### config.mk
export PLATFORM = sky130hd
export DESIGN_NAME = sha256_digest_engine
export DESIGN_NICKNAME = d
export VERILOG_FILES = /design/src/design/sha256de_pkg.sv /design/src/design/sha256de_ctrl.sv /design/src/design/sha256de_dp.sv /design/src/design/sha256_digest_engine.sv
export SDC_FILE = /design/constraint.sdc
export NUM_CORES = 2
export LEC_CHECK = 0
export ABC_CLOCK_PERIOD_IN_PS = 20400
export BUFFER_PORTS_ARGS = -buffer_cell sky130_fd_sc_hd__clkbuf_2
export CELL_PAD_IN_SITES_DETAIL_PLACEMENT = 0
export CELL_PAD_IN_SITES_GLOBAL_PLACEMENT = 1
export CORE_MARGIN = 5
export CORE_UTILIZATION = 45
export DETAILED_ROUTE_END_ITERATION = 7
export PLACE_DENSITY = 0.79
export SETUP_SLACK_MARGIN = 0.02
export SYNTH_ARGS = -nofsm -noshare
export SYNTH_HDL_FRONTEND = slang
export SYNTH_SLANG_ARGS = --single-unit
### constraint.sdc
create_clock -name clk -period 20.4 [get_ports clk]
set_input_delay 1.02 -clock clk [delete_from_list [all_inputs] [get_ports clk]]
set_output_delay 1.02 -clock clk [all_outputs]
set_load 0.02 [all_outputs]
### src/design/sha256de_pkg.sv
// Shared types and constants for the SHA-256 digest engine.
// No dependencies; imported by sha256de_ctrl, sha256de_dp and the top level.

package sha256de_pkg;

    typedef enum logic [2:0] {
        ST_IDLE,
        ST_PAD,
        ST_LEN,
        ST_LOAD,
        ST_ROUND,
        ST_UPDATE,
        ST_OUT
    } state_t;

    typedef enum logic [1:0] {
        MODE_MSG,
        MODE_PAD,
        MODE_FINAL
    } mode_t;

    typedef enum logic [1:0] {
        BSEL_DATA,
        BSEL_MARK,
        BSEL_ZERO,
        BSEL_LEN
    } byte_sel_t;

    typedef struct packed {
        logic       shift_byte;
        byte_sel_t  byte_sel;
        logic       count_len;
        logic       load_vars;
        logic       round;
        logic [5:0] round_idx;
        logic       update;
        logic       restart;
        logic [2:0] word_idx;
    } dp_cmd_t;

    typedef struct packed {
        logic fill_at_55;
        logic fill_at_63;
    } dp_status_t;

    localparam logic [7:0] PAD_MARK = 8'h80;

    function automatic logic [31:0] init_hash(input logic [2:0] idx);
        logic [31:0] v;
        case (idx)
            3'd0:    v = 32'h6a09e667;
            3'd1:    v = 32'hbb67ae85;
            3'd2:    v = 32'h3c6ef372;
            3'd3:    v = 32'ha54ff53a;
            3'd4:    v = 32'h510e527f;
            3'd5:    v = 32'h9b05688c;
            3'd6:    v = 32'h1f83d9ab;
            default: v = 32'h5be0cd19;
        endcase
        return v;
    endfunction

    function automatic logic [31:0] round_k(input logic [5:0] idx);
        logic [31:0] v;
        case (idx)
            6'd0:    v = 32'h428a2f98;
            6'd1:    v = 32'h71374491;
            6'd2:    v = 32'hb5c0fbcf;
            6'd3:    v = 32'he9b5dba5;
            6'd4:    v = 32'h3956c25b;
            6'd5:    v = 32'h59f111f1;
            6'd6:    v = 32'h923f82a4;
            6'd7:    v = 32'hab1c5ed5;
            6'd8:    v = 32'hd807aa98;
            6'd9:    v = 32'h12835b01;
            6'd10:   v = 32'h243185be;
            6'd11:   v = 32'h550c7dc3;
            6'd12:   v = 32'h72be5d74;
            6'd13:   v = 32'h80deb1fe;
            6'd14:   v = 32'h9bdc06a7;
            6'd15:   v = 32'hc19bf174;
            6'd16:   v = 32'he49b69c1;
            6'd17:   v = 32'hefbe4786;
            6'd18:   v = 32'h0fc19dc6;
            6'd19:   v = 32'h240ca1cc;
            6'd20:   v = 32'h2de92c6f;
            6'd21:   v = 32'h4a7484aa;
            6'd22:   v = 32'h5cb0a9dc;
            6'd23:   v = 32'h76f988da;
            6'd24:   v = 32'h983e5152;
            6'd25:   v = 32'ha831c66d;
            6'd26:   v = 32'hb00327c8;
            6'd27:   v = 32'hbf597fc7;
            6'd28:   v = 32'hc6e00bf3;
            6'd29:   v = 32'hd5a79147;
            6'd30:   v = 32'h06ca6351;
            6'd31:   v = 32'h14292967;
            6'd32:   v = 32'h27b70a85;
            6'd33:   v = 32'h2e1b2138;
            6'd34:   v = 32'h4d2c6dfc;
            6'd35:   v = 32'h53380d13;
            6'd36:   v = 32'h650a7354;
            6'd37:   v = 32'h766a0abb;
            6'd38:   v = 32'h81c2c92e;
            6'd39:   v = 32'h92722c85;
            6'd40:   v = 32'ha2bfe8a1;
            6'd41:   v = 32'ha81a664b;
            6'd42:   v = 32'hc24b8b70;
            6'd43:   v = 32'hc76c51a3;
            6'd44:   v = 32'hd192e819;
            6'd45:   v = 32'hd6990624;
            6'd46:   v = 32'hf40e3585;
            6'd47:   v = 32'h106aa070;
            6'd48:   v = 32'h19a4c116;
            6'd49:   v = 32'h1e376c08;
            6'd50:   v = 32'h2748774c;
            6'd51:   v = 32'h34b0bcb5;
            6'd52:   v = 32'h391c0cb3;
            6'd53:   v = 32'h4ed8aa4a;
            6'd54:   v = 32'h5b9cca4f;
            6'd55:   v = 32'h682e6ff3;
            6'd56:   v = 32'h748f82ee;
            6'd57:   v = 32'h78a5636f;
            6'd58:   v = 32'h84c87814;
            6'd59:   v = 32'h8cc70208;
            6'd60:   v = 32'h90befffa;
            6'd61:   v = 32'ha4506ceb;
            6'd62:   v = 32'hbef9a3f7;
            default: v = 32'hc67178f2;
        endcase
        return v;
    endfunction

endpackage

### src/design/sha256de_ctrl.sv
// Sequencer for the SHA-256 digest engine: input, padding, rounds, digest out.
// Depends on sha256de_pkg; drives sha256de_dp through dp_cmd_t.

module sha256de_ctrl
    import sha256de_pkg::*;
(
    input  logic       clk,
    input  logic       rst_n,
    input  logic       in_valid,
    output logic       in_stall,
    input  logic       byte_present,
    input  logic       end_of_message,
    output logic       out_valid,
    input  logic       out_stall,
    output logic [2:0] word_index,
    output logic       last_word,
    input  dp_status_t status,
    output dp_cmd_t    cmd
);

    state_t     state_reg, state_next;
    mode_t      mode_reg, mode_next;
    logic       mark_reg, mark_next;
    logic [5:0] rnd_reg, rnd_next;
    logic [2:0] widx_reg, widx_next;

    always_ff @(posedge clk or negedge rst_n)
    begin
        if (!rst_n)
        begin
            state_reg <= ST_IDLE;
            mode_reg  <= MODE_MSG;
            mark_reg  <= 1'b0;
            rnd_reg   <= '0;
            widx_reg  <= '0;
        end
        else
        begin
            state_reg <= state_next;
            mode_reg  <= mode_next;
            mark_reg  <= mark_next;
            rnd_reg   <= rnd_next;
            widx_reg  <= widx_next;
        end
    end

    always_comb
    begin
        state_next = state_reg;
        mode_next  = mode_reg;
        mark_next  = mark_reg;
        rnd_next   = rnd_reg;
        widx_next  = widx_reg;
        case (state_reg)
            ST_IDLE:
            begin
                if (in_valid)
                begin
                    if (byte_present && status.fill_at_63)
                    begin
                        state_next = ST_LOAD;
                        mode_next  = end_of_message ? MODE_PAD : MODE_MSG;
                        mark_next  = 1'b1;
                    end
                    else if (end_of_message)
                    begin
                        state_next = ST_PAD;
                        mode_next  = MODE_PAD;
                        mark_next  = 1'b1;
                    end
                end
            end
            ST_PAD:
            begin
                mark_next = 1'b0;
                if (status.fill_at_63)
                begin
                    state_next = ST_LOAD;
                end
                else if (status.fill_at_55)
                begin
                    state_next = ST_LEN;
                end
            end
            ST_LEN:
            begin
                if (status.fill_at_63)
                begin
                    state_next = ST_LOAD;
                    mode_next  = MODE_FINAL;
                end
            end
            ST_LOAD:
            begin
                rnd_next   = '0;
                state_next = ST_ROUND;
            end
            ST_ROUND:
            begin
                rnd_next = rnd_reg + 6'd1;
                if (rnd_reg == 6'd63)
                begin
                    state_next = ST_UPDATE;
                end
            end
            ST_UPDATE:
            begin
                widx_next = '0;
                case (mode_reg)
                    MODE_PAD:   state_next = ST_PAD;
                    MODE_FINAL: state_next = ST_OUT;
                    default:    state_next = ST_IDLE;
                endcase
            end
            ST_OUT:
            begin
                if (!out_stall)
                begin
                    widx_next = widx_reg + 3'd1;
                    if (widx_reg == 3'd7)
                    begin
                        state_next = ST_IDLE;
                        mode_next  = MODE_MSG;
                    end
                end
            end
            default:
            begin
                state_next = ST_IDLE;
            end
        endcase
    end

    always_comb
    begin
        in_stall       = 1'b1;
        out_valid      = 1'b0;
        cmd            = '0;
        cmd.byte_sel   = BSEL_DATA;
        cmd.round_idx  = rnd_reg;
        cmd.word_idx   = widx_reg;
        case (state_reg)
            ST_IDLE:
            begin
                in_stall       = 1'b0;
                cmd.shift_byte = in_valid && byte_present;
                cmd.count_len  = in_valid && byte_present;
            end
            ST_PAD:
            begin
                cmd.shift_byte = 1'b1;
                cmd.byte_sel   = mark_reg ? BSEL_MARK : BSEL_ZERO;
            end
            ST_LEN:
            begin
                cmd.shift_byte = 1'b1;
                cmd.byte_sel   = BSEL_LEN;
            end
            ST_LOAD:
            begin
                cmd.load_vars = 1'b1;
            end
            ST_ROUND:
            begin
                cmd.round = 1'b1;
            end
            ST_UPDATE:
            begin
                cmd.update = 1'b1;
            end
            ST_OUT:
            begin
                out_valid   = 1'b1;
                cmd.restart = !out_stall && (widx_reg == 3'd7);
            end
            default:
            begin
                in_stall = 1'b1;
            end
        endcase
    end

    assign word_index = widx_reg;
    assign last_word  = (widx_reg == 3'd7);

endmodule

### src/design/sha256de_dp.sv
// Datapath of the SHA-256 digest engine: block shift register (doubles as the
// schedule window), round logic, hash words, length and fill counters.
// Depends on sha256de_pkg; driven by sha256de_ctrl.

module sha256de_dp
    import sha256de_pkg::*;
(
    input  logic        clk,
    input  logic        rst_n,
    input  logic [7:0]  data_byte,
    input  dp_cmd_t     cmd,
    output dp_status_t  status,
    output logic [31:0] digest_word
);

    logic [511:0] msg_reg;
    logic [31:0]  vars_reg [8];
    logic [31:0]  hash_reg [8];
    logic [63:0]  bitlen_reg;
    logic [5:0]   fill_reg;

    logic [7:0]   byte_in;
    logic [7:0]   len_byte;
    logic [31:0]  w_cur;
    logic [31:0]  w_new;
    logic [31:0]  t1;
    logic [31:0]  t2;

    function automatic logic [31:0] rotr(input logic [31:0] x, input int n);
        return (x >> n) | (x << (32 - n));
    endfunction

    function automatic logic [31:0] sig0(input logic [31:0] x);
        return rotr(x, 7) ^ rotr(x, 18) ^ (x >> 3);
    endfunction

    function automatic logic [31:0] sig1(input logic [31:0] x);
        return rotr(x, 17) ^ rotr(x, 19) ^ (x >> 10);
    endfunction

    function automatic logic [31:0] bsig0(input logic [31:0] x);
        return rotr(x, 2) ^ rotr(x, 13) ^ rotr(x, 22);
    endfunction

    function automatic logic [31:0] bsig1(input logic [31:0] x);
        return rotr(x, 6) ^ rotr(x, 11) ^ rotr(x, 25);
    endfunction

    // length bytes go out most significant first at fill positions 56..63
    assign len_byte = 8'(bitlen_reg >> {~fill_reg[2:0], 3'b000});

    always_comb
    begin
        case (cmd.byte_sel)
            BSEL_MARK: byte_in = PAD_MARK;
            BSEL_ZERO: byte_in = 8'h00;
            BSEL_LEN:  byte_in = len_byte;
            default:   byte_in = data_byte;
        endcase
    end

    // window word j sits at msg_reg[511-32j -: 32]
    assign w_cur = msg_reg[511:480];
    assign w_new = sig1(msg_reg[63:32]) + msg_reg[223:192]
                 + sig0(msg_reg[479:448]) + w_cur;

    assign t1 = vars_reg[7] + bsig1(vars_reg[4])
              + ((vars_reg[4] & vars_reg[5]) ^ (~vars_reg[4] & vars_reg[6]))
              + round_k(cmd.round_idx) + w_cur;
    assign t2 = bsig0(vars_reg[0])
              + ((vars_reg[0] & vars_reg[1]) ^ (vars_reg[0] & vars_reg[2])
                 ^ (vars_reg[1] & vars_reg[2]));

    always_ff @(posedge clk)
    begin
        if (cmd.shift_byte)
        begin
            msg_reg <= {msg_reg[503:0], byte_in};
        end
        else if (cmd.round)
        begin
            msg_reg <= {msg_reg[479:0], w_new};
        end
    end

    always_ff @(posedge clk)
    begin
        if (cmd.load_vars)
        begin
            for (int i = 0; i < 8; i++)
            begin
                vars_reg[i] <= hash_reg[i];
            end
        end
        else if (cmd.round)
        begin
            vars_reg[7] <= vars_reg[6];
            vars_reg[6] <= vars_reg[5];
            vars_reg[5] <= vars_reg[4];
            vars_reg[4] <= vars_reg[3] + t1;
            vars_reg[3] <= vars_reg[2];
            vars_reg[2] <= vars_reg[1];
            vars_reg[1] <= vars_reg[0];
            vars_reg[0] <= t1 + t2;
        end
    end

    always_ff @(posedge clk or negedge rst_n)
    begin
        if (!rst_n)
        begin
            for (int i = 0; i < 8; i++)
            begin
                hash_reg[i] <= init_hash(3'(i));
            end
            bitlen_reg <= '0;
            fill_reg   <= '0;
        end
        else
        begin
            if (cmd.restart)
            begin
                for (int i = 0; i < 8; i++)
                begin
                    hash_reg[i] <= init_hash(3'(i));
                end
                bitlen_reg <= '0;
            end
            else
            begin
                if (cmd.update)
                begin
                    for (int i = 0; i < 8; i++)
                    begin
                        hash_reg[i] <= hash_reg[i] + vars_reg[i];
                    end
                end
                if (cmd.count_len)
                begin
                    bitlen_reg <= bitlen_reg + 64'd8;
                end
            end
            if (cmd.shift_byte)
            begin
                fill_reg <= fill_reg + 6'd1;
            end
        end
    end

    assign status.fill_at_55 = (fill_reg == 6'd55);
    assign status.fill_at_63 = (fill_reg == 6'd63);
    assign digest_word       = hash_reg[cmd.word_idx];

endmodule

### src/design/sha256_digest_engine.sv
// SHA-256 digest engine, top level.
//
// Input channel (in_valid / in_stall): one item per accepted edge carrying
// data_byte, byte_present and end_of_message. An item with byte_present low
// and end_of_message low is taken and has no effect. end_of_message closes the
// message (its byte, if present, belongs to the message) and an empty message
// is allowed.
// Output channel (out_valid / out_stall): eight items per message, digest
// words 0..7 with word_index and last_word set on word 7.
// Timing: each 64th byte starts a compression of the block (load, 64 rounds at
// one round per cycle through the single round unit, hash update). Closing a
// message shifts in padding and length one byte per cycle up to the end of
// the block (plus one more block when 56 or more bytes are pending), runs a
// compression, then offers the eight words, one per cycle when not stalled.
// in_stall is high whenever the engine is padding, compressing or emitting.
// A stalled output word holds; the engine simply waits.
// Reset loads the initial hash values and clears length and fill count;
// after word 7 is taken the same state is restored for the next message.
// Depends on sha256de_pkg, sha256de_ctrl and sha256de_dp.

module sha256_digest_engine
    import sha256de_pkg::*;
(
    input  logic        clk,
    input  logic        rst_n,
    input  logic        in_valid,
    output logic        in_stall,
    input  logic [7:0]  data_byte,
    input  logic        byte_present,
    input  logic        end_of_message,
    output logic        out_valid,
    input  logic        out_stall,
    output logic [31:0] digest_word,
    output logic [2:0]  word_index,
    output logic        last_word
);

    dp_cmd_t    cmd;
    dp_status_t status;

    sha256de_ctrl u_ctrl (
        .clk            (clk),
        .rst_n          (rst_n),
        .in_valid       (in_valid),
        .in_stall       (in_stall),
        .byte_present   (byte_present),
        .end_of_message (end_of_message),
        .out_valid      (out_valid),
        .out_stall      (out_stall),
        .word_index     (word_index),
        .last_word      (last_word),
        .status         (status),
        .cmd            (cmd)
    );

    sha256de_dp u_dp (
        .clk         (clk),
        .rst_n       (rst_n),
        .data_byte   (data_byte),
        .cmd         (cmd),
        .status      (status),
        .digest_word (digest_word)
    );

endmodule
==> key figures <==
Timing
  – RSZ-0062 raised after global routing: false
  – Final worst clock skew: 0.0566 ns
  – Final setup TNS: 0 ns
  – Setup violations, final: 0
  – Rel. slew slack: 0.244
  – Slew Limit Fails: 0
  – F_max: 0.0942 GHz
  – Final period util: 0.520
  – Hold Worst Slack: 0.215 ns
  – Final worst path period need: ~11 ns
  – Final worst setup slack: about 9.8 ns
  – Worst-margin pin slew: 1.12 ns
  – Final Hold Viols: 0

Placement
  – DP Worst Slack: between 9 and 10 ns
  – IO buf count: 51
  – Final Wtd Congestion: ~0.97
  – Placed cell area: 78000 um2
  – Detailed placer's ending HPWL: 175000 um

Synth
  – Number of synthesized flops with an enable pin: 768
  – Top_reg_cell synth: edfxtp_1
  – Synthesis-stage register bit count: between 1000 and 1500
  – Synth Warn #: 0
  – Mean cell area of the mapped netlist: 9.13 um2
  – Net Count, Synth: 8937
  – Count of different cell masters after synthesis: 88
  – Post-synthesis cell area: 76000 um2
  – Async S/R FF share, synth: 0.306
  – Syn Inst Count: ~8300
  – Seq/Total Area, Yosys: 0.417

Route
  – Via density: between 5 and 6
  – Via Count: 61301
  – Number of remaining DRC errors: 0
  – Iter 0 DRT Violations: 6565
  – Wirelength, routed: 243000 um
  – Routed Antenna Nets: 0
  – DR pass1 iterations: 6
  – Wire per inst: 23.3 um

CTS
  – Clk_lat worst skew: 0.80 ns
  – Clk pin slew, worst setup/hold paths: 0.06 ns
  – Clock sinks: 1106
  – CTS tree: built
  – H-tree level count: 4
  – Hold Buf Count CTS: 0
  – Resize count post-CTS: 0
  – Post-CTS Repair Setup Buffers: 0
  – Clk root buf: clkbuf_16
  – Maximum root-to-sink buffer count: 3
  – CTS buffer count: 131

Power and ir drop
  – Maximum vdd ir drop: 73.0 uV
  – Leakage: 35.2 nW
  – Pwr/cell area: ~60 nW/um2
  – Total power: 4.82 mW

Die
  – Die Width: 421 um
  – Die Y: 421 um
  – Std-Cell Rows: 150
  – Die area: between 150000 and 200000 um2
  – Io pins: 52
  – Placeable Area: 168000 um2
  – Initial Utilization: 0.454

Setup path
  – Crit Path Class: reg -> reg
  – Worst-path maximum fanout: 21
  – CP Data Required Time: 21.04 ns
  – RR Startpoint: u_ctrl.rnd_reg[1]$_DFFE_PN0P_
  – Setup crit end: u_dp.vars_reg[0][31]$_DFFE_PP_
  – Critical Path Max Stage Delay: around 0.83 ns
  – Reg2Reg Setup Slack: 9.79 ns
  – CP Capture Type: flip-flop
  – Startpoint type of the worst setup path: flip-flop
  – WP buf/inv: 3
  – FF-to-FF path depth: 31
  – CP arrival: 11.25 ns
  – CP delay by family, top: compound AO/OA/AOI/OAI gates
  – R2R Path End: u_dp.vars_reg[0][31]$_DFFE_PP_
  – Number of cells on the critical path: 31
  – Crit path top cell by count: o21ai_0
  – Crit path launch: u_ctrl.rnd_reg[1]$_DFFE_PN0P_
  – Slowest CP cell: ha_1

Final layout
  – Final #Nets: roughly 8700
  – Share of layout cells above drive strength 1: 0.0750
  – Synth-to-layout area growth: 8.29%
  – Max reg flops: 512
  – Final Cell Area: 82300 um2
  – Ant. Diodes: 0

Global routing
  – Initial antenna violation count: 2
  – Global route total overflow: 0
  – GRT Total Usage: 0.266
  – Global-route wire length before repair: about 370000 um
  – Largest net degree at the start of global routing: between 150 and 200
  – Vias in the first global route: 58396

Run status
  – Status: finished clean

Job
  – Max-Cap Viols: 0

Worst hold path
  – Hold Path Class: in -> async
==> metal layers <==
layer / vias up / part of all wire / global-route usage
met5: - / 0.000029 / 0
met4: 2 / 0.040 / 0.0961
met3: 462 / 0.078 / 0.0469
met2: 2323 / 0.44 / 0.401
met1: 30182 / 0.44 / 0.385
li1: 28332 / - / -
==> area by class of cell <==
class,instances,area (um2)
clock buffers,177,3620
inverters,308,1160
flip-flops and latches,1106,31700
fillers,15754,85300
multi-input cells,6444,41500
repair buffers,127,873
well taps,2204,2760
clock inverters,64,742
==> cells by family after synthesis <==
logic type | Yosys count | synth area share
flops | 1106 | 0.417
compound gates | 1611 | 0.130
buf+inv | 780 | 0.0387
simple gates | 3421 | 0.186
xor+xnor | 625 | 0.0724
mux | 168 | 0.0357
fa+ha+maj | 619 | 0.120
==> cells in the final DEF (no fill, tap or decap), types with 136 or more instances in the layout <==
master       n
o21ai_0    497
xor2_1     233
dfstp_2    136
ha_1       398
dfrtp_1    196
nand3_1    150
edfxtp_1   768
a21oi_1    473
a21o_1     149
fa_1       195
inv_1      305
xnor2_1    390
nor2_1     373
nand2_1   2436
==> stage by stage <==
stage,std cells,util
global placement,10189,0.465
CTS,10430,0.491
global route,10430,0.491
floorplan,8330,-
detailed placement,10189,0.465
finish,10430,0.491
==> power by group <==
group	internal [mW]	switching, mW
Clock	1.36	1.04
Combinational	0.00994	0.0286
Sequential	2.38	0.00253
Total	3.75	1.07
==> Yosys cell counts, drive strengths merged, types with 57 or more instances <==
cell type  count  area (um2)
nand2       2440        9160
edfxtp       768       23100
o21ai        498        2490
a21oi        473        2370
clkbuf       435        1630
ha           398        4980
xnor2        390        3420
nor2         376        1410
inv          307        1150
xor2         233        2040
dfrtp        202        5050
fa           195        3900
nand3        150         751
a21o         149        1120
dfstp        136        3570
nor3         106         536
mux4          79        1780
a211oi        68         510
nand2b        60         375
o21a          57         428
==> how the worst min path moves through the flow <==
| stage | depth (start not counted) | end | slack (ns) |
|---|---|---|---|
| 6_report | 1 | u_dp.hash_reg[228]$_DFFE_PN0P_ | 0.22 |
| 3_3_place_gp | 2 | u_ctrl.mode_reg[1]$_DFFE_PN0P_ | 0.48 |
| 4_1_cts | 1 | u_dp.hash_reg[228]$_DFFE_PN0P_ | 0.21 |
| 5_1_grt | 1 | u_dp.hash_reg[227]$_DFFE_PN0P_ | 0.22 |
| 3_5_place_dp | 2 | u_ctrl.mode_reg[0]$_DFFE_PN0P_ | 0.48 |
| 2_1_floorplan | 2 | u_ctrl.mode_reg[0]$_DFFE_PN0P_ | 0.45 |
No activity file was read; power rests on OpenSTA's default activity.
